## config.mk

```make
export PLATFORM = sky130hd
export DESIGN_NAME = sync_frame_receiver_fletcher8_core
export DESIGN_NICKNAME = d
export VERILOG_FILES = /design/src/hdl/sfr_pkg.sv /design/src/hdl/sfr_dp.sv /design/src/hdl/sfr_ctrl.sv /design/src/hdl/sync_frame_receiver_fletcher8_core.sv
export SDC_FILE = /design/constraint.sdc
export NUM_CORES = 1
export LEC_CHECK = 0
export ABC_AREA = 1
export BUFFER_PORTS_ARGS = -buffer_cell sky130_fd_sc_hd__clkbuf_2
export CORE_ASPECT_RATIO = 0.75
export CORE_MARGIN = 8
export CORE_UTILIZATION = 63
export CTS_CLUSTER_SIZE = 14
export DETAILED_ROUTE_END_ITERATION = 16
export PLACE_DENSITY = 0.91
export SLEW_MARGIN = 20
export SYNTH_ARGS = -nofsm -noshare
export SYNTH_HDL_FRONTEND = slang
export SYNTH_SLANG_ARGS = --single-unit
```

## constraint.sdc

```tcl
create_clock -name clk_i -period 3.8 [get_ports clk_i]
set_input_delay 0.19 -clock clk_i [delete_from_list [all_inputs] [get_ports clk_i]]
set_output_delay 0.19 -clock clk_i [all_outputs]
set_load 0.02 [all_outputs]
```

## src/hdl/sfr_pkg.sv

```systemverilog
// Shared types and constants for the sync frame receiver.
// No dependencies; used by sfr_ctrl, sfr_dp and the top level.
package sfr_pkg;

  localparam int ByteW   = 8;
  localparam int StatW   = 2;
  localparam int LenW    = 6;
  localparam int CfgIdxW = 3;

  // configuration register indexes
  localparam logic [CfgIdxW-1:0] CfgSyncFirst  = 3'd0;
  localparam logic [CfgIdxW-1:0] CfgSyncSecond = 3'd1;
  localparam logic [CfgIdxW-1:0] CfgSyncThird  = 3'd2;
  localparam logic [CfgIdxW-1:0] CfgAcceptType = 3'd3;
  localparam logic [CfgIdxW-1:0] CfgMsgLength  = 3'd4;

  // result status codes
  localparam logic [StatW-1:0] StOk    = 2'd0;
  localparam logic [StatW-1:0] StFault = 2'd1;
  localparam logic [StatW-1:0] StType  = 2'd2;
  localparam logic [StatW-1:0] StCheck = 2'd3;

  // controller -> datapath commands
  typedef struct packed {
    logic             win_shift;
    logic             win_clr;
    logic             frame_start;
    logic             absorb;
    logic             ck_store;
    logic             err_load;
    logic [StatW-1:0] err_status;
    logic             rep_load;
  } dp_cmd_t;

  // datapath -> controller status
  typedef struct packed {
    logic sync_hit;
    logic type_ok;
    logic len_one;
    logic body_done;
    logic check_ok;
    logic rep_last;
    logic rep_empty;
  } dp_sts_t;

endpackage

```

## src/hdl/sfr_dp.sv

```systemverilog
// Datapath of the sync frame receiver: config registers, sync window,
// byte counter, checksum sums, message store and result register.
// Depends on sfr_pkg.
module sfr_dp #(
  parameter int MAX_MESSAGE_BYTES = 32
) (
  input  logic                         clk_i,
  input  logic                         rst_ni,
  input  logic                         cfg_we_i,
  input  logic [sfr_pkg::CfgIdxW-1:0]  cfg_idx_i,
  input  logic [sfr_pkg::ByteW-1:0]    cfg_wdata_i,
  input  logic [sfr_pkg::ByteW-1:0]    rx_byte_i,
  input  sfr_pkg::dp_cmd_t             cmd_i,
  input  logic [$clog2(MAX_MESSAGE_BYTES)-1:0] rd_addr_i,
  output sfr_pkg::dp_sts_t             sts_o,
  output logic [sfr_pkg::ByteW-1:0]    out_byte_o,
  output logic [sfr_pkg::StatW-1:0]    out_status_o,
  output logic                         out_last_o
);

  localparam int AW   = $clog2(MAX_MESSAGE_BYTES);
  localparam int CntW = $clog2(MAX_MESSAGE_BYTES + 1);
  localparam int CmpW = (CntW > sfr_pkg::LenW) ? CntW : sfr_pkg::LenW;

  logic [sfr_pkg::ByteW-1:0] sync1_q, sync2_q, sync3_q, type_q;
  logic [sfr_pkg::LenW-1:0]  len_q;
  logic [2*sfr_pkg::ByteW-1:0] win_q, win_d;
  logic [CntW-1:0]           cnt_q, cnt_d, cnt_base, cnt_inc;
  logic [sfr_pkg::ByteW-1:0] sum_lo_q, sum_lo_d, sum_hi_q, sum_hi_d, ck1_q;
  logic [CmpW-1:0]           len_ext, max_c, eff_len;
  logic                      store_we;

  logic [sfr_pkg::ByteW-1:0] mem [MAX_MESSAGE_BYTES];
  logic [sfr_pkg::ByteW-1:0] out_byte_q;
  logic [sfr_pkg::StatW-1:0] out_status_q;
  logic                      out_last_q;

  // effective length: zero acts as one, clipped to the store depth
  assign len_ext = CmpW'(len_q);
  assign max_c   = CmpW'(MAX_MESSAGE_BYTES);
  always_comb begin
    if (len_q == '0) begin
      eff_len = CmpW'(1);
    end else if (len_ext > max_c) begin
      eff_len = max_c;
    end else begin
      eff_len = len_ext;
    end
  end

  // count after absorbing the current byte
  assign cnt_base = cmd_i.frame_start ? '0 : cnt_q;
  assign cnt_inc  = (CmpW'(cnt_base) < max_c) ? cnt_base + CntW'(1) : cnt_base;
  assign store_we = (cmd_i.frame_start || cmd_i.absorb) && (CmpW'(cnt_base) < max_c);

  // running sums
  always_comb begin
    sum_lo_d = sum_lo_q;
    sum_hi_d = sum_hi_q;
    if (cmd_i.frame_start) begin
      sum_lo_d = rx_byte_i;
      sum_hi_d = rx_byte_i;
    end else if (cmd_i.absorb) begin
      sum_lo_d = sum_lo_q + rx_byte_i;
      sum_hi_d = sum_hi_q + sum_lo_d;
    end
  end

  // sync window and counter next values
  always_comb begin
    win_d = win_q;
    if (cmd_i.win_clr) begin
      win_d = '0;
    end else if (cmd_i.win_shift) begin
      win_d = {win_q[sfr_pkg::ByteW-1:0], rx_byte_i};
    end
    cnt_d = (cmd_i.frame_start || cmd_i.absorb) ? cnt_inc : cnt_q;
  end

  // status toward the controller
  always_comb begin
    sts_o.sync_hit  = (win_q[2*sfr_pkg::ByteW-1:sfr_pkg::ByteW] == sync1_q) &&
                      (win_q[sfr_pkg::ByteW-1:0] == sync2_q) && (rx_byte_i == sync3_q);
    sts_o.type_ok   = (rx_byte_i == type_q);
    sts_o.len_one   = (eff_len == CmpW'(1));
    sts_o.body_done = (CmpW'(cnt_inc) >= eff_len);
    sts_o.check_ok  = (ck1_q == sum_lo_q) && (rx_byte_i == sum_hi_q);
    sts_o.rep_last  = ((CntW'(rd_addr_i) + CntW'(1)) == cnt_q);
    sts_o.rep_empty = (cnt_q == '0);
  end

  // control-side registers
  always_ff @(posedge clk_i or negedge rst_ni) begin
    if (!rst_ni) begin
      sync1_q  <= '0;
      sync2_q  <= '0;
      sync3_q  <= '0;
      type_q   <= '0;
      len_q    <= sfr_pkg::LenW'(1);
      win_q    <= '0;
      cnt_q    <= '0;
      sum_lo_q <= '0;
      sum_hi_q <= '0;
      ck1_q    <= '0;
    end else begin
      if (cfg_we_i) begin
        unique case (cfg_idx_i)
          sfr_pkg::CfgSyncFirst:  sync1_q <= cfg_wdata_i;
          sfr_pkg::CfgSyncSecond: sync2_q <= cfg_wdata_i;
          sfr_pkg::CfgSyncThird:  sync3_q <= cfg_wdata_i;
          sfr_pkg::CfgAcceptType: type_q  <= cfg_wdata_i;
          sfr_pkg::CfgMsgLength:  len_q   <= cfg_wdata_i[sfr_pkg::LenW-1:0];
          default: ;
        endcase
      end
      win_q    <= win_d;
      cnt_q    <= cnt_d;
      sum_lo_q <= sum_lo_d;
      sum_hi_q <= sum_hi_d;
      if (cmd_i.ck_store) begin
        ck1_q <= rx_byte_i;
      end
    end
  end

  // message store and result register (payload, no reset)
  always_ff @(posedge clk_i) begin
    if (store_we) begin
      mem[cnt_base[AW-1:0]] <= rx_byte_i;
    end
    if (cmd_i.err_load) begin
      out_byte_q   <= '0;
      out_status_q <= cmd_i.err_status;
      out_last_q   <= 1'b1;
    end else if (cmd_i.rep_load) begin
      out_byte_q   <= mem[rd_addr_i];
      out_status_q <= sfr_pkg::StOk;
      out_last_q   <= sts_o.rep_last;
    end
  end

  assign out_byte_o   = out_byte_q;
  assign out_status_o = out_status_q;
  assign out_last_o   = out_last_q;

endmodule

```

## src/hdl/sfr_ctrl.sv

```systemverilog
// Controller of the sync frame receiver: frame phase machine, replay
// sequencer and output valid/stall handling. Depends on sfr_pkg.
module sfr_ctrl #(
  parameter int MAX_MESSAGE_BYTES = 32
) (
  input  logic                          clk_i,
  input  logic                          rst_ni,
  input  logic                          in_valid_i,
  output logic                          in_stall_o,
  input  logic                          rx_fault_i,
  output logic                          out_valid_o,
  input  logic                          out_stall_i,
  input  sfr_pkg::dp_sts_t              sts_i,
  output sfr_pkg::dp_cmd_t              cmd_o,
  output logic [$clog2(MAX_MESSAGE_BYTES)-1:0] rd_addr_o
);

  localparam int AW = $clog2(MAX_MESSAGE_BYTES);

  typedef enum logic [2:0] {
    PhHunt,
    PhType,
    PhBody,
    PhCk1,
    PhCk2
  } phase_e;

  phase_e          phase_q, phase_d;
  logic            rep_q, rep_d;
  logic [AW-1:0]   idx_q, idx_d;
  logic            ovld_q, ovld_d;
  logic            acc, out_free;

  // input is held off while replaying or while a result is stuck
  assign in_stall_o = rep_q || (ovld_q && out_stall_i);
  assign acc        = in_valid_i && !in_stall_o;
  assign out_free   = !ovld_q || !out_stall_i;
  assign rd_addr_o  = idx_q;

  // next state and datapath commands
  always_comb begin
    phase_d = phase_q;
    rep_d   = rep_q;
    idx_d   = idx_q;
    cmd_o   = '0;
    if (acc) begin
      if (rx_fault_i) begin
        cmd_o.err_load   = 1'b1;
        cmd_o.err_status = sfr_pkg::StFault;
        cmd_o.win_clr    = 1'b1;
        phase_d          = PhHunt;
      end else begin
        unique case (phase_q)
          PhType: begin
            if (!sts_i.type_ok) begin
              cmd_o.err_load   = 1'b1;
              cmd_o.err_status = sfr_pkg::StType;
              cmd_o.win_clr    = 1'b1;
              phase_d          = PhHunt;
            end else begin
              cmd_o.frame_start = 1'b1;
              phase_d           = sts_i.len_one ? PhCk1 : PhBody;
            end
          end
          PhBody: begin
            cmd_o.absorb = 1'b1;
            if (sts_i.body_done) begin
              phase_d = PhCk1;
            end
          end
          PhCk1: begin
            cmd_o.ck_store = 1'b1;
            phase_d        = PhCk2;
          end
          PhCk2: begin
            cmd_o.win_clr = 1'b1;
            phase_d       = PhHunt;
            if (!sts_i.check_ok) begin
              cmd_o.err_load   = 1'b1;
              cmd_o.err_status = sfr_pkg::StCheck;
            end else if (!sts_i.rep_empty) begin
              rep_d = 1'b1;
              idx_d = '0;
            end
          end
          default: begin
            if (sts_i.sync_hit) begin
              cmd_o.win_clr = 1'b1;
              phase_d       = PhType;
            end else begin
              cmd_o.win_shift = 1'b1;
              phase_d         = PhHunt;
            end
          end
        endcase
      end
    end

    // replay: one stored byte per free output slot
    if (rep_q && out_free) begin
      cmd_o.rep_load = 1'b1;
      idx_d          = idx_q + AW'(1);
      if (sts_i.rep_last) begin
        rep_d = 1'b0;
      end
    end

    if (cmd_o.err_load || cmd_o.rep_load) begin
      ovld_d = 1'b1;
    end else if (!out_stall_i) begin
      ovld_d = 1'b0;
    end else begin
      ovld_d = ovld_q;
    end
  end

  // state and registered outputs
  always_ff @(posedge clk_i or negedge rst_ni) begin
    if (!rst_ni) begin
      phase_q <= PhHunt;
      rep_q   <= 1'b0;
      idx_q   <= '0;
      ovld_q  <= 1'b0;
    end else begin
      phase_q <= phase_d;
      rep_q   <= rep_d;
      idx_q   <= idx_d;
      ovld_q  <= ovld_d;
    end
  end

  assign out_valid_o = ovld_q;

endmodule

```

## src/hdl/sync_frame_receiver_fletcher8_core.sv

```systemverilog
// Sync frame receiver with three-byte sync and Fletcher-8 check: top level.
// Instantiates sfr_ctrl and sfr_dp; depends on sfr_pkg.
//
// One received byte enters per accepted beat; the input is stalled only
// while the result register holds a beat that the sink stalls, or while a
// good frame is being replayed. A frame of n stored bytes is replayed from
// the message store through its single registered read port at one beat
// per cycle while the sink does not stall; the input is taken again once
// the last byte has been read. Error results (link fault, unknown type,
// checksum mismatch) are one beat with a zero byte
// and last set. Configuration is written through cfg_we_i/cfg_idx_i/
// cfg_wdata_i: 0..2 sync bytes, 3 accepted type, 4 message length
// (low six bits; zero acts as one, values above MAX_MESSAGE_BYTES clip).
module sync_frame_receiver_fletcher8_core #(
  parameter int MAX_MESSAGE_BYTES = 32
) (
  input  logic                         clk_i,
  input  logic                         rst_ni,
  input  logic                         cfg_we_i,
  input  logic [sfr_pkg::CfgIdxW-1:0]  cfg_idx_i,
  input  logic [sfr_pkg::ByteW-1:0]    cfg_wdata_i,
  input  logic                         in_valid_i,
  output logic                         in_stall_o,
  input  logic [sfr_pkg::ByteW-1:0]    rx_byte_i,
  input  logic                         rx_fault_i,
  output logic                         out_valid_o,
  input  logic                         out_stall_i,
  output logic [sfr_pkg::ByteW-1:0]    out_byte_o,
  output logic [sfr_pkg::StatW-1:0]    out_status_o,
  output logic                         out_last_o
);

  localparam int AW = $clog2(MAX_MESSAGE_BYTES);

  sfr_pkg::dp_cmd_t cmd;
  sfr_pkg::dp_sts_t sts;
  logic [AW-1:0]    rd_addr;

  sfr_ctrl #(
    .MAX_MESSAGE_BYTES(MAX_MESSAGE_BYTES)
  ) u_ctrl (
    .clk_i      (clk_i),
    .rst_ni     (rst_ni),
    .in_valid_i (in_valid_i),
    .in_stall_o (in_stall_o),
    .rx_fault_i (rx_fault_i),
    .out_valid_o(out_valid_o),
    .out_stall_i(out_stall_i),
    .sts_i      (sts),
    .cmd_o      (cmd),
    .rd_addr_o  (rd_addr)
  );

  sfr_dp #(
    .MAX_MESSAGE_BYTES(MAX_MESSAGE_BYTES)
  ) u_dp (
    .clk_i       (clk_i),
    .rst_ni      (rst_ni),
    .cfg_we_i    (cfg_we_i),
    .cfg_idx_i   (cfg_idx_i),
    .cfg_wdata_i (cfg_wdata_i),
    .rx_byte_i   (rx_byte_i),
    .cmd_i       (cmd),
    .rd_addr_i   (rd_addr),
    .sts_o       (sts),
    .out_byte_o  (out_byte_o),
    .out_status_o(out_status_o),
    .out_last_o  (out_last_o)
  );

endmodule

```

==> results.cfg, run 1 <==
[run_status]
status = complete, no violations

[critical_path]
cp.required_ps = 4190
r2r_start = u_ctrl.out_valid_o$_DFFE_PN0P_
crit_path_frequent_cell = nand2_1
critPathTopFamily = simple AND/OR/NAND/NOR gates
crit_arrival_ps = 3790
crit_slowest_cell = dfrtp_1
path_class = flip-flop to flip-flop
critPathCaptureType = flip-flop
critPathMaxFanout = 11
worstPathCellList = nand2_1 > nand3_1 > nor2_2 > nand4_2 > nand2_1 > inv_1 > ha_1 > or2_0 > o21ai_0 > ha_1 > inv_1 > nor2_1 > o211ai_1 > nand4_1 > nand2_1 > nor2_1 > o21bai_1
max_stage_delay_ps = 370
crit_buf_inv = 2
cp-start-kind = flip-flop
cp-startpoint = u_ctrl.out_valid_o$_DFFE_PN0P_

[global_route]
grt_max_degree = 134
antenna_found_initial = 0
grt_pass1_vias = 12200
track_usage_pct = 27.25
grt_overflow = 0
grt_pass1_wl_um = 67180

[placed_design]
io_buffer_count = 37
place_ws_ps = 554.3
gp_congestion = 0.9264
dp.final_hpwl_um = 27090
place_inst = 1889

[clock_network]
cts_root_buf = clkbuf_16
htreeDepth = 2
clk_pin_slew_ps = 60
clockBufferDepth = 3
cts_sinks = 361
cts_resized = 0
cts_tree = built
cts_buffers = 35
clk_latency_ps = 540

[power]
vdd_ir_drop_max_mv = 0.3583
p_per_area_nw_per_um2 = 561.6
power.static_leakage_nw = 7.238

[floorplan]
pin_count = 38
die_h_um = 155.4
num_rows = 51
core_um2 = 25720
die_area_um2 = 31360
die_w_um = 201.8
initial_utilization_pct = 63.45

[final_layout]
final_layout_size_suffix_gt1_share_pct = 9.864
fin_cells = 1956
largest_reg_flops = 256
syn_to_final_growth_pct = 9.961
diodes = 0
n_fill_cell = 1702
nets = 1638
multi_input_area_um2 = 5294
layout.area.seq_um2 = 10280
utilization_pct = 69.77

[sta]
maxSlewHeadroom_pct = 36.32
hold_violations = 0
finalWorstSetupSlack_ps = 400.4
worst_pin_slew_ps = 954.1
slew_violations = 0
period_needed_ps = 3400
setup_viol = 0
fmax_mhz = 294.2
fin_tns_setup_ps = 0
final.period_utilization_pct = 89.46
timing.hold.ws_ps = 51.56
grt_setup_unrepaired = false
skew_ps = 27.71

[yosys]
synth_area_leader_cell = edfxtp_1
synthCells = 1556
synth_top_area_share_pct = 47.48
synthTopCellsByArea = edfxtp_1, dfrtp_1, nand2_1, o21ai_0, nor2_1
ys_ff_latch = 361
ys_types = 53
async_flop_share_pct = 26.04
seq_area_frac_synth_pct = 63.01
ys.warnings.count = 0
synth_flop_cell = edfxtp_1
avgSynthCellArea_um2 = 10.49
syn-cell-area_um2 = 16320
synth_nets = 1608
synth_edf_count = 258

[routing]
drt-pass1-iter-count = 6
vias = 12410
postRouteWirelength_um = 43020
routed_via_density = 6.345
dr.first_iter.drc_count = 1867
ant_nets = 0
drc = 0
wl_per_cell_um = 22.00

[flow_run]
max_cap_violations = 0

[min_path]
hp-class = primary input to flip-flop
min-delay-start = cfg_wdata_i[4]
## cell type report
| cell class | count | share of cell area [%] |
|---|---|---|
| clock inverters | 14 | 0.5927 |
| flip-flops and latches | 361 | 57.32 |
| inverters | 94 | 1.980 |
| multi-input cells | 1022 | 29.50 |
| repair buffers | 72 | 2.796 |
| clock buffers | 49 | 5.404 |
| well taps | 344 | 2.399 |
## cells in the final DEF (no fill, tap or decap), drive strengths merged, types with 18 or more instances in the layout
cell type / count
a21oi: 51
o221ai: 32
buf: 32
edfxtp: 258
nand3: 119
nand2: 298
o21ai: 164
nor2: 207
dfrtp: 93
xnor2: 46
inv: 92
o211ai: 18
ha: 25
clkbuf: 85
## path summary, 6_finish.rpt
| path | depth (start not counted) | slack [ps] | endpoint |
|---|---|---|---|
| setup / recovery | 17 | 400 | u_ctrl.phase_q[1]$_DFFE_PN0P_ |
| min in group asynchronous | 2 | 260 | u_ctrl.rd_addr_o[3]$_DFFE_PN0P_ |
| max in group asynchronous | 3 | 2750 | u_dp.win_q[11]$_DFFE_PN0P_ |
| hold / removal | 3 | 50 | u_dp.type_q[4]$_DFFE_PN0P_ |
| setup reg to reg | 17 | 400 | u_ctrl.phase_q[1]$_DFFE_PN0P_ |
| hold reg to reg | 2 | 470 | u_dp.out_last_o$_SDFFE_PP1P_ |
## worst reg2reg max path: stages, from the launching register on
cell and delay [ps]:
dfrtp_1 370, nand2_1 120, nand3_1 150, nor2_2 290, nand4_2 330, nand2_1 220, inv_1 100, ha_1 290
or2_0 270, o21ai_0 100, ha_1 270, inv_1 60, nor2_1 30, o211ai_1 160, nand4_1 120, nand2_1 120
nor2_1 80, o21bai_1 190
## cell families (layout without fill, tap and decap cells)
kind of cell | Yosys count | in the layout | synth area share, %
buffers and inverters | 173 | 229 | 4.547
and+or+nand+nor | 655 | 655 | 17.08
adders and majority gates | 27 | 27 | 2.162
AOI/OAI and AO/OA | 284 | 284 | 10.15
DFF | 361 | 361 | 63.01
muxes | 3 | 3 | 0.2070
xor gates and xnor gates | 53 | 53 | 2.845
## cells in the mapped netlist (18+ instances only)
cell / instances
dfrtp_1: 93
edfxtp_1: 258
buf_2: 31
nor2_1: 202
a21oi_1: 47
nand3_1: 118
o221ai_1: 32
clkbuf_1: 33
inv_1: 81
ha_1: 25
xnor2_1: 46
o211ai_1: 18
nand2_1: 289
o21ai_0: 160
## metal layers
layer,vias to the layer above,share of wire [%],global-route usage (%)
li1,5457,-,-
met1,5898,37,34.95
met2,908,47,43.88
met3,148,12,6.129
met4,0,4.2,13.02
met5,-,0,0
## repair_timing
action	CTS	global route
hold buffers	4	0
endpoints found under the hold margin	80	0
setup buffers	0	0
## through the flow
step	total power (W)	cell area, um^2
floorplan	0.005928	16320
global placement	0.006597	16820
detailed placement	0.006696	16820
CTS	0.01002	17940
global route	0.01041	17940
finish	0.01008	17940
## power by group
part | internal (W) | leakage [nW] | switching [W] | total (W)
clock network | 0.00186 | 0.526 | 0.00149 | 0.00335
logic | 0.000691 | 3.11 | 0.00151 | 0.00220
registers | 0.00437 | 3.60 | 0.000153 | 0.00452
total | 0.00692 | 7.24 | 0.00315 | 0.0101
(Power assumes the default switching activity.)
==> run 2: changes to the inputs <==
==> constraint.sdc (replaced) <==
create_clock -name clk_i -period 3.5 [get_ports clk_i]
set_input_delay 0.175 -clock clk_i [delete_from_list [all_inputs] [get_ports clk_i]]
set_output_delay 0.175 -clock clk_i [all_outputs]
set_load 0.02 [all_outputs]
==> run 2 against run 1 <==
  * Count of clock-buffer cells in the layout rose by 6
  * Combinational power is 8% higher
  * Non-clock buffer count grew 15
  * Cell area is 0.94% higher
  * Clock skew down 1.3 ps
  * Power increased by 9.0%
  * Critical path depth is 2 higher
  * Sequential share of layout area is 0.53 points lower
  * Core utilization up 0.66 points
==> results.cfg, run 2 (synthesis gave the netlist of run 1 again) <==
[clock_network]
clockBufferDepth = 3
clk_latency_ps = 530
cts_buffers = 35
cts_tree = built
cts_root_buf = clkbuf_16
cts_sinks = 361
htreeDepth = 2
clk_pin_slew_ps = 70

[floorplan]
pin_count = 38
core_um2 = 25720
die_h_um = 155.4
initial_utilization_pct = 63.45
num_rows = 51
die_w_um = 201.8
die_area_um2 = 31360

[power]
vdd_ir_drop_max_mv = 0.4593
p_per_area_nw_per_um2 = 606.2
power.static_leakage_nw = 7.342
p_total_w = 0.01098

[final_layout]
utilization_pct = 70.43
layout.area.seq_um2 = 10280
final_common_cell = nand2_1
nets = 1653
largest_reg_flops = 256
multi_input_area_um2 = 5310
n_fill_cell = 1701
syn_to_final_growth_pct = 11.00
fin_area_um2 = 18110
diodes = 0
layout_common_cells = nand2_1, edfxtp_1, nor2_1
final_layout_size_suffix_gt1_share_pct = 10.95

[sta]
slew_violations = 0
setup_viol = 0
worst_pin_slew_ps = 767.0
final.period_utilization_pct = 94.33
skew_ps = 26.43
fin_tns_setup_ps = 0
hold_violations = 0
timing.hold.ws_ps = 15.24
period_needed_ps = 3302
fmax_mhz = 302.9
grt_setup_unrepaired = false
maxSlewHeadroom_pct = 48.68

[routing]
drc = 0
dr.first_iter.drc_count = 1780
vias = 12630
wl_per_cell_um = 22.29
drt-pass1-iter-count = 9
routed_via_density = 6.413
ant_nets = 0
postRouteWirelength_um = 43900

[placed_design]
io_buffer_count = 37
gp_congestion = 0.9110
dp.final_hpwl_um = 26910
dpl_cell_area_um2 = 16910

[critical_path]
critPathMaxFanout = 9
cp.required_ps = 3940
cp-start-kind = flip-flop
crit_path_frequent_cell = nand2_1
crit_slowest_cell = dfrtp_1
path_class = flip-flop to flip-flop
crit_arrival_ps = 3740
max_stage_delay_ps = 370
worstPathCellList = nand2_1 > nand3_1 > nor2_4 > nand4_4 > nand2_2 > inv_1 > ha_1 > nand2_1 > inv_1 > nand2_1 > nand2_1 > ha_1 > nand2_1 > nor2_1 > a211oi_1 > nand4_1 > nand2_1 > inv_1 > o21ai_0
critPathCaptureType = flip-flop

[run_status]
status = complete, no violations

[global_route]
antenna_found_initial = 0
grt_overflow = 0
grt_pass1_wl_um = 68140
track_usage_pct = 27.64
grt_max_degree = 130
grt_pass1_vias = 12240

[flow_run]
max_cap_violations = 0

[min_path]
hp-class = primary input to flip-flop
run 2: changes by cell type in the layout (fill, tap and decap cells not counted), sizes merged:
cell      before  now
clkbuf        85   91
buf           32   47
clkinv        15    9
inv           92   90
clkinvlp       0    1
run 2: worst max-delay path: cells and delay by family (launching register included):
family	cells	cell delay, ps
buffers and inverters	3	270
adders and majority gates	2	510
and+or+nand+nor	12	1660
AOI/OAI and AO/OA	2	380
DFF	1	370
run 2: final cells by class:
type	instances	area share, %
repair buffers	87	3.371
clock inverters	7	0.4007
multi-input cells	1022	29.32
well taps	344	2.377
clock buffers	55	5.782
flip-flops and latches	361	56.79
inverters	94	1.962
run 2: what timing repair did:
action,in CTS,in global routing
setup endpoints to repair,3,3
resized for setup,1,2
hold endpoints to repair,42,0
cloned,0,0
hold buffers,4,0
buffers inserted,0,4
run 2: path summary, 6_finish.rpt:
kind                            slack, ps                      startpoint                            end  cells after the start
worst max-delay path                  200  u_ctrl.out_valid_o$_DFFE_PN0P_  u_ctrl.phase_q[2]$_DFFE_PN0P_                     19
worst min-delay path                   20                  cfg_wdata_i[4]    u_dp.sync1_q[4]$_DFFE_PN0P_                      3
worst max register to register        200  u_ctrl.out_valid_o$_DFFE_PN0P_  u_ctrl.phase_q[2]$_DFFE_PN0P_                     19
worst min register to register        480    u_dp.out_last_o$_SDFFE_PP1P_   u_dp.out_last_o$_SDFFE_PP1P_                      2
max in group asynchronous            2450                          rst_ni   u_dp.sum_lo_q[2]$_DFFE_PN0N_                      3
min in group asynchronous             190                          rst_ni      u_dp.cnt_q[5]$_DFFE_PN0N_                      2
run 2: report_power, final:
| group | internal [W] | switching (W) | total, W |
|---|---|---|---|
| logic | 0.000720 | 0.00165 | 0.00237 |
| clock network | 0.00214 | 0.00157 | 0.00370 |
| registers | 0.00474 | 0.000164 | 0.00491 |
| total | 0.00760 | 0.00338 | 0.0110 |
run 2: metrics by stage:
step	std cells	setup WS, ps
after detailed placement	1900	141.4
after global placement	1900	460.9
final	1970	198.4
after floorplan	1556	365.4
after CTS	1966	70.39
after global routing	1970	28.45
run 2: layer usage:
metal	up-vias	track usage (%)	routed length, um
met1	5999	35.20	15690
li1	5480	-	-
met4	0	14.30	2334
met2	963	44.98	20620
met3	191	5.277	5256
met5	-	0	0
